===== src/rtl/core/dpf_pkg.sv =====
// Shared types and constants for the dedup packet FIFO.
package dpf_pkg;

    localparam int SRC_W   = 16;
    localparam int DST_W   = 16;
    localparam int TS_W    = 32;
    localparam int ENTRY_W = SRC_W + DST_W + TS_W;
    localparam int CAP_W   = 9;
    localparam int MCNT_W  = 9;
    localparam int MODE_W  = 2;

    typedef enum logic [MODE_W-1:0] {
        MODE_ADD = 2'd0,
        MODE_FWD = 2'd1,
        MODE_CNT = 2'd2,
        MODE_NOP = 2'd3
    } t_mode;

    typedef struct packed {
        logic shift;   // take neighbor's entry
        logic load;    // write entry at selected position
    } t_cell_ctl;

endpackage


===== src/rtl/core/dpf_cell.sv =====
// One storage cell of the packet chain.
module dpf_cell #(
    parameter int AW  = 8,
    parameter int IDX = 0
) (
    input  logic                         i_clk,
    input  dpf_pkg::t_cell_ctl           i_ctl,
    input  logic [AW-1:0]                i_wp,
    input  logic [dpf_pkg::ENTRY_W-1:0]  i_wdata,
    input  logic [dpf_pkg::ENTRY_W-1:0]  i_nbr,
    output logic [dpf_pkg::ENTRY_W-1:0]  o_data
);
    import dpf_pkg::*;

    logic [ENTRY_W-1:0] r_entry;
    logic [ENTRY_W-1:0] n_entry;

    always_comb begin
        n_entry = r_entry;
        if (i_ctl.load && (i_wp == AW'(IDX))) begin
            n_entry = i_wdata;
        end else if (i_ctl.shift) begin
            n_entry = i_nbr;
        end
    end

    always_ff @(posedge i_clk) begin
        r_entry <= n_entry;
    end

    assign o_data = r_entry;

endmodule


===== config.mk =====
export PLATFORM = sky130hd
export DESIGN_NAME = dpf_cell
export DESIGN_NICKNAME = d
export VERILOG_FILES = /design/src/rtl/core/dpf_pkg.sv /design/src/rtl/core/dpf_cell.sv
export SDC_FILE = /design/constraint.sdc
export NUM_CORES = 1
export LEC_CHECK = 0
export BUFFER_PORTS_ARGS = -buffer_cell sky130_fd_sc_hd__buf_2
export CORE_ASPECT_RATIO = 1.75
export CORE_MARGIN = 2
export CORE_UTILIZATION = 40
export DETAILED_ROUTE_END_ITERATION = 6
export PLACE_DENSITY_LB_ADDON = 0.08
export REMOVE_ABC_BUFFERS = 1
export SKIP_CTS_REPAIR_TIMING = 1
export SLEW_MARGIN = 20
export SYNTH_ARGS = -nofsm -noshare
export SYNTH_HDL_FRONTEND = slang
export SYNTH_SLANG_ARGS = --single-unit

===== constraint.sdc =====
create_clock -name i_clk -period 3.47 [get_ports i_clk]
set_input_delay 0.1735 -clock i_clk [delete_from_list [all_inputs] [get_ports i_clk]]
set_output_delay 0.1735 -clock i_clk [all_outputs]
set_load 0.05 [all_outputs]

==> results.md <==
| Group | Metric | Value |
|:---|:---|:---|
| timing | Pin slew with the least headroom to its limit | 1057 ps |
| power and ir drop | Switching share of power | 0.2729 |
| logic synthesis | Syn Std Cell Area | 2920 sq um |
| worst setup path | Startpoint-to-endpoint class of the critical path | in -> reg |
| logic synthesis | Number of distinct library cells after synthesis | 10 |
| timing | Final period util | 0.4730 |
| layout | Antenna cell count | 0 |
| global route | Total global routing overflow | 0 |
| flow run | Count of max-cap constraint violations | 0 |
| detailed routing | Number of vias per cell | 4.595 |
| detailed routing | Antenna violation net count after detailed routing | 0 |
| place | Gpl congestion | 0.7212 |
| detailed routing | Number of vias in the routed layout | 2008 |
| power and ir drop | Internal Dissipation | 1.537 mW |
| logic synthesis | Gate count after technology mapping | 139 |
| timing | Hold Fails Final Rpt | 0 |
| clock network | Number of clock sinks | 64 |
| global route | Number of antenna violations at the first check in global routing | 0 |
| timing | Max-slew headroom | 0.2953 |
| timing | Max Clock Freq | 0.6092 GHz |
| worst setup path | WP data required | 3530 ps |
| global route | Maximum number of pins on one net before global-route repair | 65 |
| layout | Summed area of non-filler cells in the final layout | 4249 sq um |
| logic synthesis | Ys Warns | 0 |
| die | Die outline height | 117.0 um |
| die | Number of rows created at floorplan | 41 |
| layout | Layout cell share with drive strength beyond 1 | 0.7920 |
| die | Die Wd | 68.59 um |
| power and ir drop | Proportion of power drawn by the clock network | 0.354 |
| global route | Wire length of the first global-routing pass | 9.114 mm |
| layout | Max reg flops | 64 |
| power and ir drop | Peak VDD IR | 0.2717 mV |
| worst setup path | Timing startpoint of the critical path | i_wp[0] |
| timing | Worst path setup slack after routing | 1829 ps |
| worst setup path | Signal arrival time at the worst endpoint | 1700 ps |
| worst setup path | CP Launch Type | input port |
| detailed routing | Iteration-0 DRC Markers | 117 |
| power and ir drop | Switching power total | 576.6 uW |
| logic synthesis | Post-synthesis sequential area ratio | 0.6581 |
| clock network | H-tree depth | 3 |
| hold path | Hold WC Path Type | in -> reg |
| power and ir drop | Power share of the sequential group | 0.442 |
| hold path | Launch point of the worst hold path | i_nbr[42] |
| logic synthesis | Total of flip-flops plus latches after synthesis | 64 |
| logic synthesis | Average instance area after synthesis | 21.01 sq um |
| clock network | Clock root buffer | clkbuf_16 |
| global route | Total global routing track utilization | 0.1616 |
| detailed routing | Post-route DRC violation count | 0 |
| timing | Final critical path time including I/O delays and setup | 1641 ps |
| global route | Via count of the first global-routing pass | 1942 |
| die | Io pins | 203 |
| detailed routing | Sum of routed wire length over all layers | 6.419 mm |
| clock network | Clock transition time at the flip-flop clock pins of the worst setup and hold paths | 50 ps |
| layout | Number of nets in the final layout | 486 |
| worst setup path | Largest stage delay, worst path | 810 ps |
| clock network | Worst-case clock buffer depth | 2 |
| place | Instance area at placement | 4001 sq um |
| hold path | Instance count along the most critical hold path | 2 |
| clock network | TritonCTS clock tree | done |
| die | Die footprint | 8027 sq um |
| timing | Setup repair after global routing missed its margin | false |
| timing | Count of final max-slew check failures | 0 |
| worst setup path | Endpoint kind of the worst setup timing path | register |
| clock network | Total clock buffers created by CTS | 9 |
| timing | Finish-stage setup viols | 0 |
| layout | Area Growth Syn to Fin | 45.50% |
| power and ir drop | Pwr dens | 497.3 nW/um^2 |
| detailed routing | Number of iterations in the first detailed-routing pass | 4 |
| power and ir drop | Fraction of power consumed by combinational cells | 0.203 |
| place | Pre-CTS WS | 1486 ps |
| layout | Layout filler cell count | 607 |
| worst setup path | Crit-path slowest cell | buf_4 |
| place | Buffers on Ports | 202 |
| outcome | Run status | finished, final reports clean |
| place | Dpl hpwl | 5.031 mm |
| worst setup path | Worst-path fanout max | 64 |
| detailed routing | DR WL/cell | 14.69 um |
| power and ir drop | Leakage power total | 2.097 nW |
| die | Initial core utilization | 0.4095 |
| die | Core region area | 7131 sq um |
| worst setup path | Critical-path cell list | buf_2 -> nor4_1 -> nand4b_1 -> buf_4 -> mux2_2 |
cells in the mapped netlist:
cell type,count,area (sq um)
edfxtp_1,64,1922
buf_4,1,7.510
nor3_1,1,5.000
nand4b_1,1,8.760
nor4_1,1,6.260
mux2_2,15,168.9
mux2_4,49,735.7
nand2b_1,1,6.260
buf_6,5,56.30
clkbuf_1,1,3.750
worst paths after layout:
path                   end  slack (ps)
max    o_data[9]$_DFFE_PP_        1830
min   o_data[42]$_DFFE_PP_         150
cell type report:
cell class / count / area (sq um) / share of cell area
Sequential cell: 64 / 1922 / 0.4523
Tap cell: 86 / 107.6 / 0.02532
Timing Repair Buffer: 204 / 1039 / 0.2444
Clock inverter: 2 / 7.507 / 0.001767
Clock buffer: 13 / 240.2 / 0.05654
Multi-Input combinational cell: 68 / 933.4 / 0.2197
critical path: cells and delay by family:
family / cells / cell delay, ps
buffers and inverters: 2 / 890
multiplexers: 1 / 420
AND/OR/NAND/NOR: 2 / 160
cell usage in the layout (no fill, tap or decap):
cell       count
buf_4          1
mux2_2        15
nand4b_1       1
clkbuf_1       4
clkbuf_16      9
clkinv_1       2
nor3_1         1
buf_2        202
edfxtp_1      64
mux2_4        49
nand2b_2       1
nor4_1         1
buf_12         1
routing by layer:
layer / part of all wire / track usage
met1: 0.31 / 0.1557
met2: 0.56 / 0.2846
met3: 0.10 / 0.06023
met4: 0.024 / 0.09067
met5: 0 / 0
per-stage QoR:
stage	setup TNS (ps)	utilization	hold slack, ps	total power, mW	instances
global route	0	0.5959	143.5	2.200	437
detailed placement	0	0.5612	476.7	1.383	422
finish	0	0.5959	151.3	2.113	437
CTS	0	0.5959	139.5	2.144	437
global placement	0	0.5612	474.3	1.379	422
floorplan	-253630	-	391.5	1.237	132
power groups by stage:
stage	clock network [mW]	logic (mW)	registers, mW
2_1_floorplan	0	0.0635	1.17
3_3_place_gp	0	0.431	0.948
3_5_place_dp	0	0.434	0.949
4_1_cts	0.774	0.435	0.935
5_1_grt	0.808	0.452	0.940
6_report	0.749	0.430	0.935
logic make-up after synthesis:
group	after synthesis	share of synthesized area
muxes	64	0.3098
DFF	64	0.6581
and+or+nand+nor	4	0.008999
buffers and inverters	7	0.02313
Power figures use the tool's default switching activity.
