==> config.mk <==
export PLATFORM = sky130hd
export DESIGN_NAME = dpf_ctl
export DESIGN_NICKNAME = d
export VERILOG_FILES = /design/src/rtl/core/dpf_pkg.sv /design/src/rtl/core/dpf_ctl.sv
export SDC_FILE = /design/constraint.sdc
export NUM_CORES = 1
export LEC_CHECK = 0
export BUFFER_PORTS_ARGS = -buffer_cell sky130_fd_sc_hd__buf_4
export CAP_MARGIN = 20
export CORE_MARGIN = 2
export CORE_UTILIZATION = 56
export CTS_CLUSTER_SIZE = 28
export DETAILED_ROUTE_END_ITERATION = 6
export HOLD_SLACK_MARGIN = 0.03
export MAX_ROUTING_LAYER = met4
export PLACE_DENSITY = 0.83
export REMOVE_ABC_BUFFERS = 1
export SLEW_MARGIN = 20
export SYNTH_ARGS = -nofsm -noshare
export SYNTH_HDL_FRONTEND = slang
export SYNTH_SLANG_ARGS = --single-unit
==> constraint.sdc <==
create_clock -name i_clk -period 20.7 [get_ports i_clk]
set_clock_uncertainty 0.1 [all_clocks]
set_input_delay 4.14 -clock i_clk [delete_from_list [all_inputs] [get_ports i_clk]]
set_output_delay 4.14 -clock i_clk [all_outputs]
set_load 0.02 [all_outputs]
==> src/rtl/core/dpf_pkg.sv <==
// Shared types and constants for the dedup packet FIFO.
package dpf_pkg;

    localparam int SRC_W   = 16;
    localparam int DST_W   = 16;
    localparam int TS_W    = 32;
    localparam int ENTRY_W = SRC_W + DST_W + TS_W;
    localparam int CAP_W   = 9;
    localparam int MCNT_W  = 9;
    localparam int MODE_W  = 2;

    typedef enum logic [MODE_W-1:0] {
        MODE_ADD = 2'd0,
        MODE_FWD = 2'd1,
        MODE_CNT = 2'd2,
        MODE_NOP = 2'd3
    } t_mode;

    typedef struct packed {
        logic shift;   // take neighbor's entry
        logic load;    // write entry at selected position
    } t_cell_ctl;

endpackage

==> src/rtl/core/dpf_ctl.sv <==
// Sequencer, head comparator and result register of the dedup packet FIFO.
module dpf_ctl #(
    parameter int DEPTH = 256,
    localparam int AW    = $clog2(DEPTH),
    localparam int CNT_W = $clog2(DEPTH + 1)
) (
    input  logic                          i_clk,
    input  logic                          i_rst_n,
    input  logic                          i_valid,
    output logic                          o_ready,
    input  logic [dpf_pkg::MODE_W-1:0]    i_mode,
    input  logic [dpf_pkg::SRC_W-1:0]     i_source,
    input  logic [dpf_pkg::DST_W-1:0]     i_destination,
    input  logic [dpf_pkg::TS_W-1:0]      i_timestamp,
    input  logic [dpf_pkg::TS_W-1:0]      i_start_time,
    input  logic [dpf_pkg::TS_W-1:0]      i_end_time,
    input  logic                          i_cfg_we,
    input  logic [dpf_pkg::CAP_W-1:0]     i_cfg_wdata,
    input  logic [dpf_pkg::ENTRY_W-1:0]   i_head,
    output dpf_pkg::t_cell_ctl            o_cell_ctl,
    output logic [AW-1:0]                 o_wp,
    output logic [dpf_pkg::ENTRY_W-1:0]   o_wdata,
    output logic                          o_valid,
    input  logic                          i_ready,
    output logic                          o_ok,
    output logic [dpf_pkg::SRC_W-1:0]     o_source,
    output logic [dpf_pkg::DST_W-1:0]     o_destination,
    output logic [dpf_pkg::TS_W-1:0]      o_timestamp,
    output logic [dpf_pkg::MCNT_W-1:0]    o_match_count
);
    import dpf_pkg::*;

    localparam int CW = (CNT_W > CAP_W) ? CNT_W : CAP_W;

    typedef enum logic [2:0] {
        S_IDLE = 3'b001,
        S_SCAN = 3'b010,
        S_DONE = 3'b100
    } t_state;

    t_state              r_state, n_state;
    logic [CNT_W-1:0]    r_occ, n_occ;
    logic [CAP_W-1:0]    r_cap;
    logic                r_o_valid, n_o_valid;
    logic [AW-1:0]       r_k, n_k;
    logic                r_dup, n_dup;
    logic [CNT_W-1:0]    r_cnt, n_cnt;
    t_mode               r_mode, n_mode;
    logic [ENTRY_W-1:0]  r_key, n_key;
    logic [TS_W-1:0]     r_lo, n_lo;
    logic [TS_W-1:0]     r_hi, n_hi;
    logic                r_o_ok, n_o_ok;
    logic [SRC_W-1:0]    r_o_src, n_o_src;
    logic [DST_W-1:0]    r_o_dst, n_o_dst;
    logic [TS_W-1:0]     r_o_ts, n_o_ts;
    logic [MCNT_W-1:0]   r_o_cnt, n_o_cnt;

    logic                out_free;
    logic                accept;
    logic                hit;
    logic                dup_hit;
    logic                cnt_hit;
    logic [CW-1:0]       occ_ext;
    logic [CW-1:0]       lim;
    logic                evict;
    logic [CW-1:0]       cnt_ext;

    assign out_free = !r_o_valid || i_ready;
    assign o_ready  = (r_state == S_IDLE) && out_free;
    assign accept   = i_valid && o_ready;

    assign hit     = CNT_W'(r_k) < r_occ;
    assign dup_hit = hit && (i_head == r_key);
    assign cnt_hit = hit && (i_head[TS_W +: DST_W] == r_key[TS_W +: DST_W])
                     && (i_head[TS_W-1:0] >= r_lo) && (i_head[TS_W-1:0] <= r_hi);

    // effective limit: zero acts as one, clipped to the depth
    always_comb begin
        lim = CW'(r_cap);
        if (r_cap == '0) begin
            lim = CW'(1);
        end
        if (lim > CW'(DEPTH)) begin
            lim = CW'(DEPTH);
        end
    end

    assign occ_ext = CW'(r_occ);
    assign evict   = occ_ext >= lim;
    assign cnt_ext = CW'(r_cnt);

    always_comb begin
        n_state   = r_state;
        n_occ     = r_occ;
        n_o_valid = r_o_valid;
        n_k       = r_k;
        n_dup     = r_dup;
        n_cnt     = r_cnt;
        n_mode    = r_mode;
        n_key     = r_key;
        n_lo      = r_lo;
        n_hi      = r_hi;
        n_o_ok    = r_o_ok;
        n_o_src   = r_o_src;
        n_o_dst   = r_o_dst;
        n_o_ts    = r_o_ts;
        n_o_cnt   = r_o_cnt;
        o_cell_ctl = '0;
        o_wp      = evict ? AW'(r_occ - CNT_W'(1)) : AW'(r_occ);

        if (r_o_valid && i_ready) begin
            n_o_valid = 1'b0;
        end

        unique case (r_state)
            S_IDLE: begin
                if (accept) begin
                    n_mode = t_mode'(i_mode);
                    n_key  = {i_source, i_destination, i_timestamp};
                    n_lo   = i_start_time;
                    n_hi   = i_end_time;
                    n_k    = '0;
                    n_dup  = 1'b0;
                    n_cnt  = '0;
                    n_o_ok  = 1'b0;
                    n_o_src = '0;
                    n_o_dst = '0;
                    n_o_ts  = '0;
                    n_o_cnt = '0;
                    unique case (t_mode'(i_mode)) inside
                        MODE_ADD, MODE_CNT: begin
                            n_state = S_SCAN;
                        end
                        MODE_FWD: begin
                            n_o_valid = 1'b1;
                            if (r_occ != '0) begin
                                n_o_ok  = 1'b1;
                                n_o_src = i_head[TS_W + DST_W +: SRC_W];
                                n_o_dst = i_head[TS_W +: DST_W];
                                n_o_ts  = i_head[TS_W-1:0];
                                n_occ   = r_occ - CNT_W'(1);
                                o_cell_ctl.shift = 1'b1;
                            end
                        end
                        default: begin
                            n_o_valid = 1'b1;
                        end
                    endcase
                end
            end
            S_SCAN: begin
                // rotate the whole chain once past the head
                o_cell_ctl.shift = 1'b1;
                n_dup = r_dup || dup_hit;
                n_cnt = r_cnt + CNT_W'(cnt_hit);
                n_k   = r_k + AW'(1);
                if (r_k == AW'(DEPTH - 1)) begin
                    n_state = S_DONE;
                end
            end
            S_DONE: begin
                if (out_free) begin
                    n_state   = S_IDLE;
                    n_o_valid = 1'b1;
                    n_o_ok    = 1'b0;
                    n_o_src   = '0;
                    n_o_dst   = '0;
                    n_o_ts    = '0;
                    n_o_cnt   = '0;
                    if (r_mode == MODE_ADD) begin
                        if (!r_dup) begin
                            n_o_ok = 1'b1;
                            o_cell_ctl.load  = 1'b1;
                            o_cell_ctl.shift = evict;
                            if (!evict) begin
                                n_occ = r_occ + CNT_W'(1);
                            end
                        end
                    end else begin
                        n_o_cnt = cnt_ext[MCNT_W-1:0];
                    end
                end
            end
            default: begin
                n_state = S_IDLE;
            end
        endcase
    end

    always_ff @(posedge i_clk) begin
        if (!i_rst_n) begin
            r_state   <= S_IDLE;
            r_occ     <= '0;
            r_o_valid <= 1'b0;
            r_cap     <= CAP_W'(256);
        end else begin
            r_state   <= n_state;
            r_occ     <= n_occ;
            r_o_valid <= n_o_valid;
            if (i_cfg_we) begin
                r_cap <= i_cfg_wdata;
            end
        end
    end

    always_ff @(posedge i_clk) begin
        r_k     <= n_k;
        r_dup   <= n_dup;
        r_cnt   <= n_cnt;
        r_mode  <= n_mode;
        r_key   <= n_key;
        r_lo    <= n_lo;
        r_hi    <= n_hi;
        r_o_ok  <= n_o_ok;
        r_o_src <= n_o_src;
        r_o_dst <= n_o_dst;
        r_o_ts  <= n_o_ts;
        r_o_cnt <= n_o_cnt;
    end

    assign o_wdata       = r_key;
    assign o_valid       = r_o_valid;
    assign o_ok          = r_o_ok;
    assign o_source      = r_o_src;
    assign o_destination = r_o_dst;
    assign o_timestamp   = r_o_ts;
    assign o_match_count = r_o_cnt;

endmodule

==> flow_summary.yaml, run 1 <==
timing:
  slew_viol_final: 0
  rsz0062_at_grt: "no"
  fmax_ghz: 0.102
  max_slew.worst_pin.slew_ns: 1.06
  holdWs_ns: 0.429
  fin_tns_setup_ns: 0
  final_critical_delay_including_setup_and_external_delays_ns: 9.81
  final.period_utilization_pct: 47.4
  slew_headroom_pct: 29.5
  finalSetupViolations: 0
  hold_viol_final: 0
synth:
  synthArstFlopShare_pct: 0
  netlist.area_leader.share_pct: 57.5
  post-synth-top-area-cell: "edfxtp_1"
  flop_and_latch_count_out_of_synthesis: 244
  yosys_warnings: 0
  synthesis.area_mm2: 0.0116
  synth_edf_count: 222
  synth_top_flop_cell: "edfxtp_1"
  yosys-top-cells-area: "edfxtp_1 (58%), ha_1 (9.3%), xnor2_1 (5.4%), and2_1 (4.0%), dfxtp_1 (3.8%)"
  post_synthesis_sequential_area_ratio_pct: 61.3
  syn-instance-count: 898
  post_synth_num_cell_types: 55
  syn-mean-instance-area_um2: 12.9
critical_path:
  ff_to_ff_start: "occ_ext[6]"
  path_class: "input port to output port"
  worstSetupStartpointType: "input port"
  endpoint: "o_cell_ctl[1]"
  max_fanout_on_critical_path: 8
  ff2ff_path_depth: 14
  worstPathRequired_ns: 16.46
  regToRegSetupSlack_ns: 16.44
  arrival_ns: 5.57
  worstSetupEndpointType: "output port"
  worstReg2RegEnd: "cnt_ext[8]"
  setup.worst_path.start: "i_ready"
global_routing:
  first_global_vias: 8607
  grt_use_total_pct: 28.4
  grt-ovfl-total: 0
  pin_count_of_the_biggest_net_entering_global_routing: 75
  antenna_found_initial: 1
  grt_pass1_wl_mm: 46.4
die:
  die_area_mm2: 0.0219
  core.rowCount: 52
  die_height_um: 148
  starting_utilization_of_the_core_area_pct: 57.1
  die_width_um: 148
  core_region_area_mm2: 0.0203
  io_pins: 358
min_path:
  worst_hold_class: "flop to flop"
clocking:
  insertion_delay_ns: 0.53
  clock_tree.root_cell: "clkbuf_16"
  worst_setup_hold_path_clk_slew_ns: 0.06
  clock_tree_from_tritoncts: "yes"
  post_cts_resized: 0
  postCtsSetupBuffers: 0
  clock_tree_buf_depth: 3
  clock_sinks: 244
  cts_hold_buf: 0
  cts_made_buffers: 25
  depth_of_the_cts_h_tree: 1
flow_run:
  maxCapViolCount: 0
drt:
  detail-route-antenna-nets: 0
  wl_met2_mm: 15.1
  met3WireLength_mm: 2.47
  drc: 0
  drt-wirelength-per-cell_um: 19.6
  met1Wirelength_mm: 12.0
  drt-total-wl_mm: 30.6
  maxUsedRoutingLayer: "met4"
  first_pass_iters: 5
  drt_first_iter_violations: 399
  routed-via-count: 8378
  avgViaCountPerCell: 5.37
power:
  power.density_cell_area_mw_per_mm2: 79.4
  ir_worst_vdd_mv: 0.0705
  power.static_leakage_uw: 0.00663
final_layout:
  finalNetCount: 1564
  drive_gt1_share_pct: 31.5
  antenna_cells: 0
  final_cells: 1559
  fill_cells: 1320
  syn2layout_area_growth_pct: 32.4
placed_design:
  gp_routability_congestion: 0.903
  port_buffers: 357
  post-dp-hpwl_mm: 23.1
  placedCellCount: 1513
status:
  outcome: "completed"
-- metrics by stage --
step	total power, µW	cell area (µm²)	setup slack [ns]	util [%]
6_report	1220	15300	10.89	75.6
5_1_grt	1260	15300	10.78	75.6
4_1_cts	1230	15300	10.91	75.6
3_5_place_dp	812	14600	10.91	71.9
3_3_place_gp	806	14600	10.94	71.9
2_1_floorplan	715	11500	10.56	-
-- cell type report --
| type | instances | area [µm²] | share of cell area, % |
|---|---|---|---|
| clock buffer | 33 | 656 | 4.27 |
| clock inverter | 13 | 92.6 | 0.603 |
| multi-input combinational | 560 | 4140 | 27.0 |
| timing repair buffer | 361 | 2710 | 17.7 |
| sequential | 244 | 7110 | 46.3 |
| inverter | 78 | 298 | 1.94 |
| tap | 270 | 338 | 2.20 |
-- layout by cell type (no fill, tap or decap), types with 16 or more instances in the layout --
master and n:
ha_1 86, nand2_1 51, o21ai_0 16, and2_1 74, buf_4 361, mux2i_1 16
nand3_1 20, xnor2_1 71, nor2_1 40, nand4_1 25, clkbuf_16 25, dfxtp_1 22
a21oi_1 29, edfxtp_1 222, inv_1 76
-- flip-flops by register name (all words and copies together) (netlist names) --
signal,flops
o_match_count,9
r_cap,9
cnt_ext,9
o_wdata,64
o_destination,16
o_ok,1
r_k,8
r_dup,1
r_state,3
r_hi,32
o_valid,1
o_source,16
occ_ext,9
o_timestamp,32
r_lo,32
r_mode,2
-- Yosys cell counts, types with 3 or more instances --
cell type	number
a211oi_1	6
a21o_1	15
a21oi_1	29
and2_1	74
and3_1	6
and4_1	3
buf_2	3
clkbuf_1	12
dfxtp_1	22
edfxtp_1	222
ha_1	86
inv_1	77
mux2i_1	16
nand2_1	51
nand2b_1	6
nand3_1	20
nand4_1	25
nor2_1	41
nor2b_1	9
nor3_1	7
nor4_1	8
o211ai_1	4
o21a_1	9
o21ai_0	18
or3_1	4
xnor2_1	71
xor2_1	13
-- cells by family after synthesis --
logic type | Yosys count | synth area share (%)
muxes | 16 | 1.38
xor gates and xnor gates | 84 | 6.35
and+or+nand+nor | 268 | 12.5
adders and majority gates | 86 | 9.29
DFF | 244 | 61.3
buffers and inverters | 94 | 3.11
AOI/OAI and AO/OA | 106 | 6.00
-- worst min path at each step --
stage / start / to / slack (ns) / cells after the start
finish: r_cap[1] / r_cap[1] / 0.43 / 2
global placement: r_cap[0] / r_cap[0] / 0.40 / 2
detailed placement: r_cap[1] / r_cap[1] / 0.41 / 2
floorplan: r_cap[0] / r_cap[0] / 0.36 / 2
global route: r_cap[6] / r_cap[6] / 0.47 / 2
CTS: r_cap[1] / r_cap[1] / 0.43 / 2
-- per-layer routing --
metal / vias up / track usage, %
met3: 69 / 5.49
met1: 3971 / 34.8
met2: 350 / 47.7
li1: 3988 / -
met5: - / -
met4: 0 / 9.52
-- worst max-delay path: stages --
cell	delay, ns
buf_4	0.11
nor2b_1	0.40
nor3_2	0.10
nand2_1	0.26
nor2_2	0.15
a211o_1	0.25
buf_4	0.16
-- power by group --
part	internal, µW	switching [µW]
clock	235	181
combinational	87.6	110
sequential	585	19.5
(Power assumes the default switching activity.)
==> run 2: changes to the inputs <==
CORE_UTILIZATION = 47   (was 56)
PLACE_DENSITY = 0.74   (was 0.83)
clock period = 8.22 ns   (was 20.7 ns; I/O delays follow)
==> run 2 against run 1 <==
- routed wire length up 2.5%
- critical path depth grew 5
- final cell count grew 3.9%
- core utilization decreased by 12 points
- die area up 19%
- critical endpoint is now o_wp[4]
- highest routed layer unchanged
==> flow_summary.yaml, run 2 (synthesis results as in run 1) <==
global_routing:
  first_global_vias: 8411
  grt-ovfl-total: 0
  pin_count_of_the_biggest_net_entering_global_routing: 80
  antenna_found_initial: 2
  grt_use_total_pct: 24.8
  grt_pass1_wl_mm: 47.7
final_layout:
  drive_gt1_share_pct: 32.2
  leading_cell_type_in_the_layout_fill_and_taps_excluded: "buf_4"
  largest_register_ffs: 64
  finish.utilization_pct: 64.1
  finalNetCount: 1568
  syn2layout_area_growth_pct: 34.1
  layout.cells.most_common_list: "buf_4 (363), edfxtp_1 (222), ha_1 (86)"
  fill_cells: 1917
timing:
  fmax_ghz: 0.200
  rsz0062_at_grt: "no"
  final_critical_delay_including_setup_and_external_delays_ns: 5.00
  max_slew.worst_pin.slew_ns: 1.07
  fin_ws_ns: 3.22
  final.period_utilization_pct: 60.8
  fin_tns_setup_ns: 0
  finalSetupViolations: 0
  slew_headroom_pct: 28.5
  slew_viol_final: 0
  hold_viol_final: 0
critical_path:
  arrival_ns: 3.26
  path_class: "flop to output port"
  worstPathRequired_ns: 6.48
  max_fanout_on_critical_path: 11
  worstSetupEndpointType: "output port"
  worstSetupStartpointType: "flop"
  ff2ff_path_depth: 14
drt:
  detail-route-antenna-nets: 0
  drt_first_iter_violations: 555
  drt-wirelength-per-cell_um: 19.4
  first_pass_iters: 5
  drc: 0
  avgViaCountPerCell: 5.14
  drt-total-wl_mm: 31.4
  routed-via-count: 8325
die:
  die_width_um: 161
  die_area_mm2: 0.0259
  die_height_um: 161
  starting_utilization_of_the_core_area_pct: 47.8
  core_region_area_mm2: 0.0242
  core.rowCount: 57
  io_pins: 358
clocking:
  cts_made_buffers: 27
  clock_tree_buf_depth: 3
  post_cts_resized: 0
  postCtsSetupBuffers: 0
  clock_tree_from_tritoncts: "yes"
  worst_setup_hold_path_clk_slew_ns: 0.06
  clock_sinks: 244
  depth_of_the_cts_h_tree: 1
  insertion_delay_ns: 0.53
  cts_hold_buf: 0
  clock_tree.root_cell: "clkbuf_16"
power:
  power.internal_uw: 2380
  switchingPower_uw: 811
  power.static_leakage_uw: 0.00671
  fin_total_pwr_uw: 3190
  clock_group_share_of_total_power_pct: 36.7
  combPwrFrac_pct: 15.6
  seq_power_share_pct: 47.8
  p_sw_share_pct: 25.4
  power.density_cell_area_mw_per_mm2: 205
  ir_worst_vdd_mv: 0.184
min_path:
  hold_depth: 2
  worst_hold_class: "flop to flop"
flow_run:
  maxCapViolCount: 0
status:
  outcome: "completed"
placed_design:
  gp_routability_congestion: 0.925
  post-dp-hpwl_mm: 24.4
  preCtsSetupSlack_ns: 2.89
  port_buffers: 357
==> run 2: layer usage <==
layer  vias to the layer above  part of all wire (%)  global-route usage, %  wire, µm
met5                         -                     0                      -         0
li1                       4002                     -                      -         -
met4                         0                   2.7                   7.18       845
met2                       362                    49                   41.7     15400
met3                        47                   7.8                   5.50      2450
met1                      3914                    40                   30.2     12700
==> run 2: final cells by class <==
| type | instances | area, µm² | share of cell area, % |
|---|---|---|---|
| clock buffer | 34 | 722 | 4.65 |
| inverter | 78 | 298 | 1.92 |
| clock inverter | 15 | 133 | 0.854 |
| sequential | 244 | 7110 | 45.7 |
| tap | 324 | 405 | 2.61 |
| antenna | 2 | 5.00 | 0.0322 |
| timing repair buffer | 363 | 2730 | 17.5 |
| multi-input combinational | 560 | 4140 | 26.7 |
==> run 2: power groups by stage <==
stage,Sequential [µW],Combinational [µW],Clock [µW]
6_report,1520,496,1170
2_1_floorplan,1620,181,0
4_1_cts,1520,501,1200
3_3_place_gp,1550,493,0
5_1_grt,1530,542,1240
3_5_place_dp,1550,499,0
==> run 2: per-stage QoR <==
step           instances  area (µm²)  hold slack (ns)
6_report            1620       15500            0.437
5_1_grt             1620       15500            0.458
4_1_cts             1618       15500            0.435
3_5_place_dp        1569       14700            0.419
3_3_place_gp        1569       14700            0.395
2_1_floorplan        882       11500            0.361
==> run 2: final timing paths <==
check | start | to | slack [ns]
setup / recovery | r_cap[4] | o_wp[4] | 3.22
hold / removal | r_cap[1] | r_cap[1] | 0.44
setup reg to reg | occ_ext[6] | cnt_ext[6] | 4.02
hold reg to reg | r_cap[1] | r_cap[1] | 0.44
==> run 2: critical path, stage by stage, from the launching register on <==
cell       delay [ns]
dfxtp_1          0.33
nor4_1           0.31
a21oi_1          0.10
nor2_1           0.12
ha_1             0.23
nand3_1          0.08
nor2_1           0.04
a2111oi_0        0.54
o21ai_0          0.18
buf_4            0.21
nor2b_1          0.14
xnor2_1          0.23
buf_4            0.19
==> run 3: changes to the inputs <==
clock period = 4.6 ns   (was 8.22 ns; I/O delays follow)
==> run 3 against run 2 <==
- critical path depth stayed put
- via count is 0.30% lower
- combinational power is 81% higher
- first-iteration DRC count is 4.3% lower
- design area is 0.97% higher
- sequential cell count stayed put
- sequential share of layout area is 0.44 points lower
==> flow_summary.yaml, run 3 (synthesis results as in run 1) <==
final_layout:
  regArea_mm2: 0.00711
  finish.utilization_pct: 64.7
  stdcell_area_mm2: 0.0157
  leading_cell_type_in_the_layout_fill_and_taps_excluded: "buf_4"
  drive_gt1_share_pct: 32.4
  layout.cells.most_common_list: "buf_4 (364), edfxtp_1 (222), ha_1 (86)"
  fill_cells: 1884
  largest_register_ffs: 64
  finalNetCount: 1571
  multi_input_comb_area_mm2: 0.00414
  syn2layout_area_growth_pct: 35.3
drt:
  drt-wirelength-per-cell_um: 19.3
  first_pass_iters: 5
  drt-total-wl_mm: 31.2
  drc: 0
  drt_first_iter_violations: 531
  detail-route-antenna-nets: 0
  routed-via-count: 8300
  avgViaCountPerCell: 5.12
die:
  die_width_um: 161
  die_area_mm2: 0.0259
  starting_utilization_of_the_core_area_pct: 47.8
  core.rowCount: 57
  io_pins: 358
  core_region_area_mm2: 0.0242
  die_height_um: 161
global_routing:
  antenna_found_initial: 1
  grt-ovfl-total: 0
  pin_count_of_the_biggest_net_entering_global_routing: 78
  grt_use_total_pct: 24.5
  first_global_vias: 8432
  grt_pass1_wl_mm: 47.4
flow_run:
  maxCapViolCount: 0
min_path:
  worst_hold_start: "r_cap[1]"
  worst_hold_class: "flop to flop"
placed_design:
  gp_routability_congestion: 0.890
  placed_cell_area_mm2: 0.0147
  port_buffers: 357
  post-dp-hpwl_mm: 23.9
timing:
  slew_headroom_pct: 33.0
  finalSetupViolations: 0
  hold_viol_final: 0
  max_slew.worst_pin.slew_ns: 1.00
  fmax_ghz: 0.235
  final_critical_delay_including_setup_and_external_delays_ns: 4.25
  rsz0062_at_grt: "no"
  slew_viol_final: 0
  final.period_utilization_pct: 92.4
clocking:
  depth_of_the_cts_h_tree: 1
  cts_made_buffers: 27
  insertion_delay_ns: 0.53
  post_cts_resized: 0
  clock_tree_from_tritoncts: "yes"
  cts_hold_buf: 0
  clock_tree.root_cell: "clkbuf_16"
  postCtsSetupBuffers: 0
  clock_tree_buf_depth: 3
  worst_setup_hold_path_clk_slew_ns: 0.06
  clock_sinks: 244
status:
  outcome: "completed"
power:
  power.internal_uw: 4500
  p_sw_share_pct: 24.4
  switchingPower_uw: 1450
  power.static_leakage_uw: 0.00676
  combPwrFrac_pct: 15.1
  power.density_cell_area_mw_per_mm2: 379
  ir_worst_vdd_mv: 0.296
  clock_group_share_of_total_power_pct: 39.2
  seq_power_share_pct: 45.7
critical_path:
  setup.worst_path.start: "r_cap[4]"
  worstSetupEndpointType: "output port"
  ff_to_ff_start: "occ_ext[6]"
  worstSetupStartpointType: "flop"
  worstPathRequired_ns: 3.58
  path_class: "flop to output port"
  arrival_ns: 3.23
  max_fanout_on_critical_path: 11
## run 3: cell count changes in the layout (fill, tap and decap cells not counted)
cell        previous run  this run
clkinvlp_4             1         3
clkinv_1               3         2
bufinv_16              2         7
diode_2                2         1
inv_6                  3         1
clkbuf_8               2         0
clkinv_4               0         1
buf_12                 0         2
buf_4                363       364
clkinv_2               8         4
## run 3: area by class of cell
| type | count | share of cell area [%] |
|---|---|---|
| multi-input cells | 560 | 26.4 |
| well taps | 324 | 2.58 |
| flip-flops and latches | 244 | 45.3 |
| clock buffers | 32 | 4.43 |
| diodes | 1 | 0.0160 |
| repair buffers | 366 | 17.7 |
| clock inverters | 16 | 1.69 |
| inverters | 78 | 1.90 |
## run 3: layer usage
layer  vias to the layer above  track usage [%]  wire length (µm)
met5                         -                -                 0
met4                         0             7.06               911
met3                        52             5.01              2290
met2                       327             41.4             15500
met1                      3917             29.9             12500
li1                       4004                -                 -
## run 3: critical path: stages, from the launching register on
cell and delay [ns]:
dfxtp_1 0.33, nor4_1 0.31, a21oi_1 0.10, nor2_1 0.11, ha_1 0.24, nand3_1 0.08, nor2_1 0.04, a2111oi_0 0.55
o21ai_0 0.18, buf_4 0.20, nor2b_1 0.14, xnor2_1 0.22, buf_4 0.19
## run 3: power groups by stage
| stage | Clock, µW | Sequential (µW) | Combinational (µW) |
|---|---|---|---|
| after floorplan | 0 | 2890 | 323 |
| after global placement | 0 | 2760 | 889 |
| after detailed placement | 0 | 2760 | 903 |
| after CTS | 2370 | 2720 | 908 |
| after global routing | 2450 | 2730 | 978 |
| final | 2330 | 2720 | 897 |
## run 3: final timing paths
kind / endpoint / cells past startpoint / slack, ns
worst min-delay path: r_cap[1] / 2 / 0.42
worst max-delay path: o_wp[6] / 12 / 0.35
worst max register to register: cnt_ext[8] / 16 / 0.83
worst min register to register: r_cap[1] / 2 / 0.42
## run 3: metrics by stage
step | TNS (ns) | setup WS [ns] | cells | power (µW) | hold slack, ns
2_1_floorplan | -180.43 | -2.32 | 882 | 3220 | 0.361
3_5_place_dp | 0 | 0.306 | 1572 | 3670 | 0.408
6_report | 0 | 0.348 | 1621 | 5950 | 0.425
4_1_cts | 0 | 0.386 | 1620 | 6000 | 0.428
3_3_place_gp | 0 | 0.397 | 1572 | 3650 | 0.393
5_1_grt | 0 | 0.0566 | 1621 | 6160 | 0.444
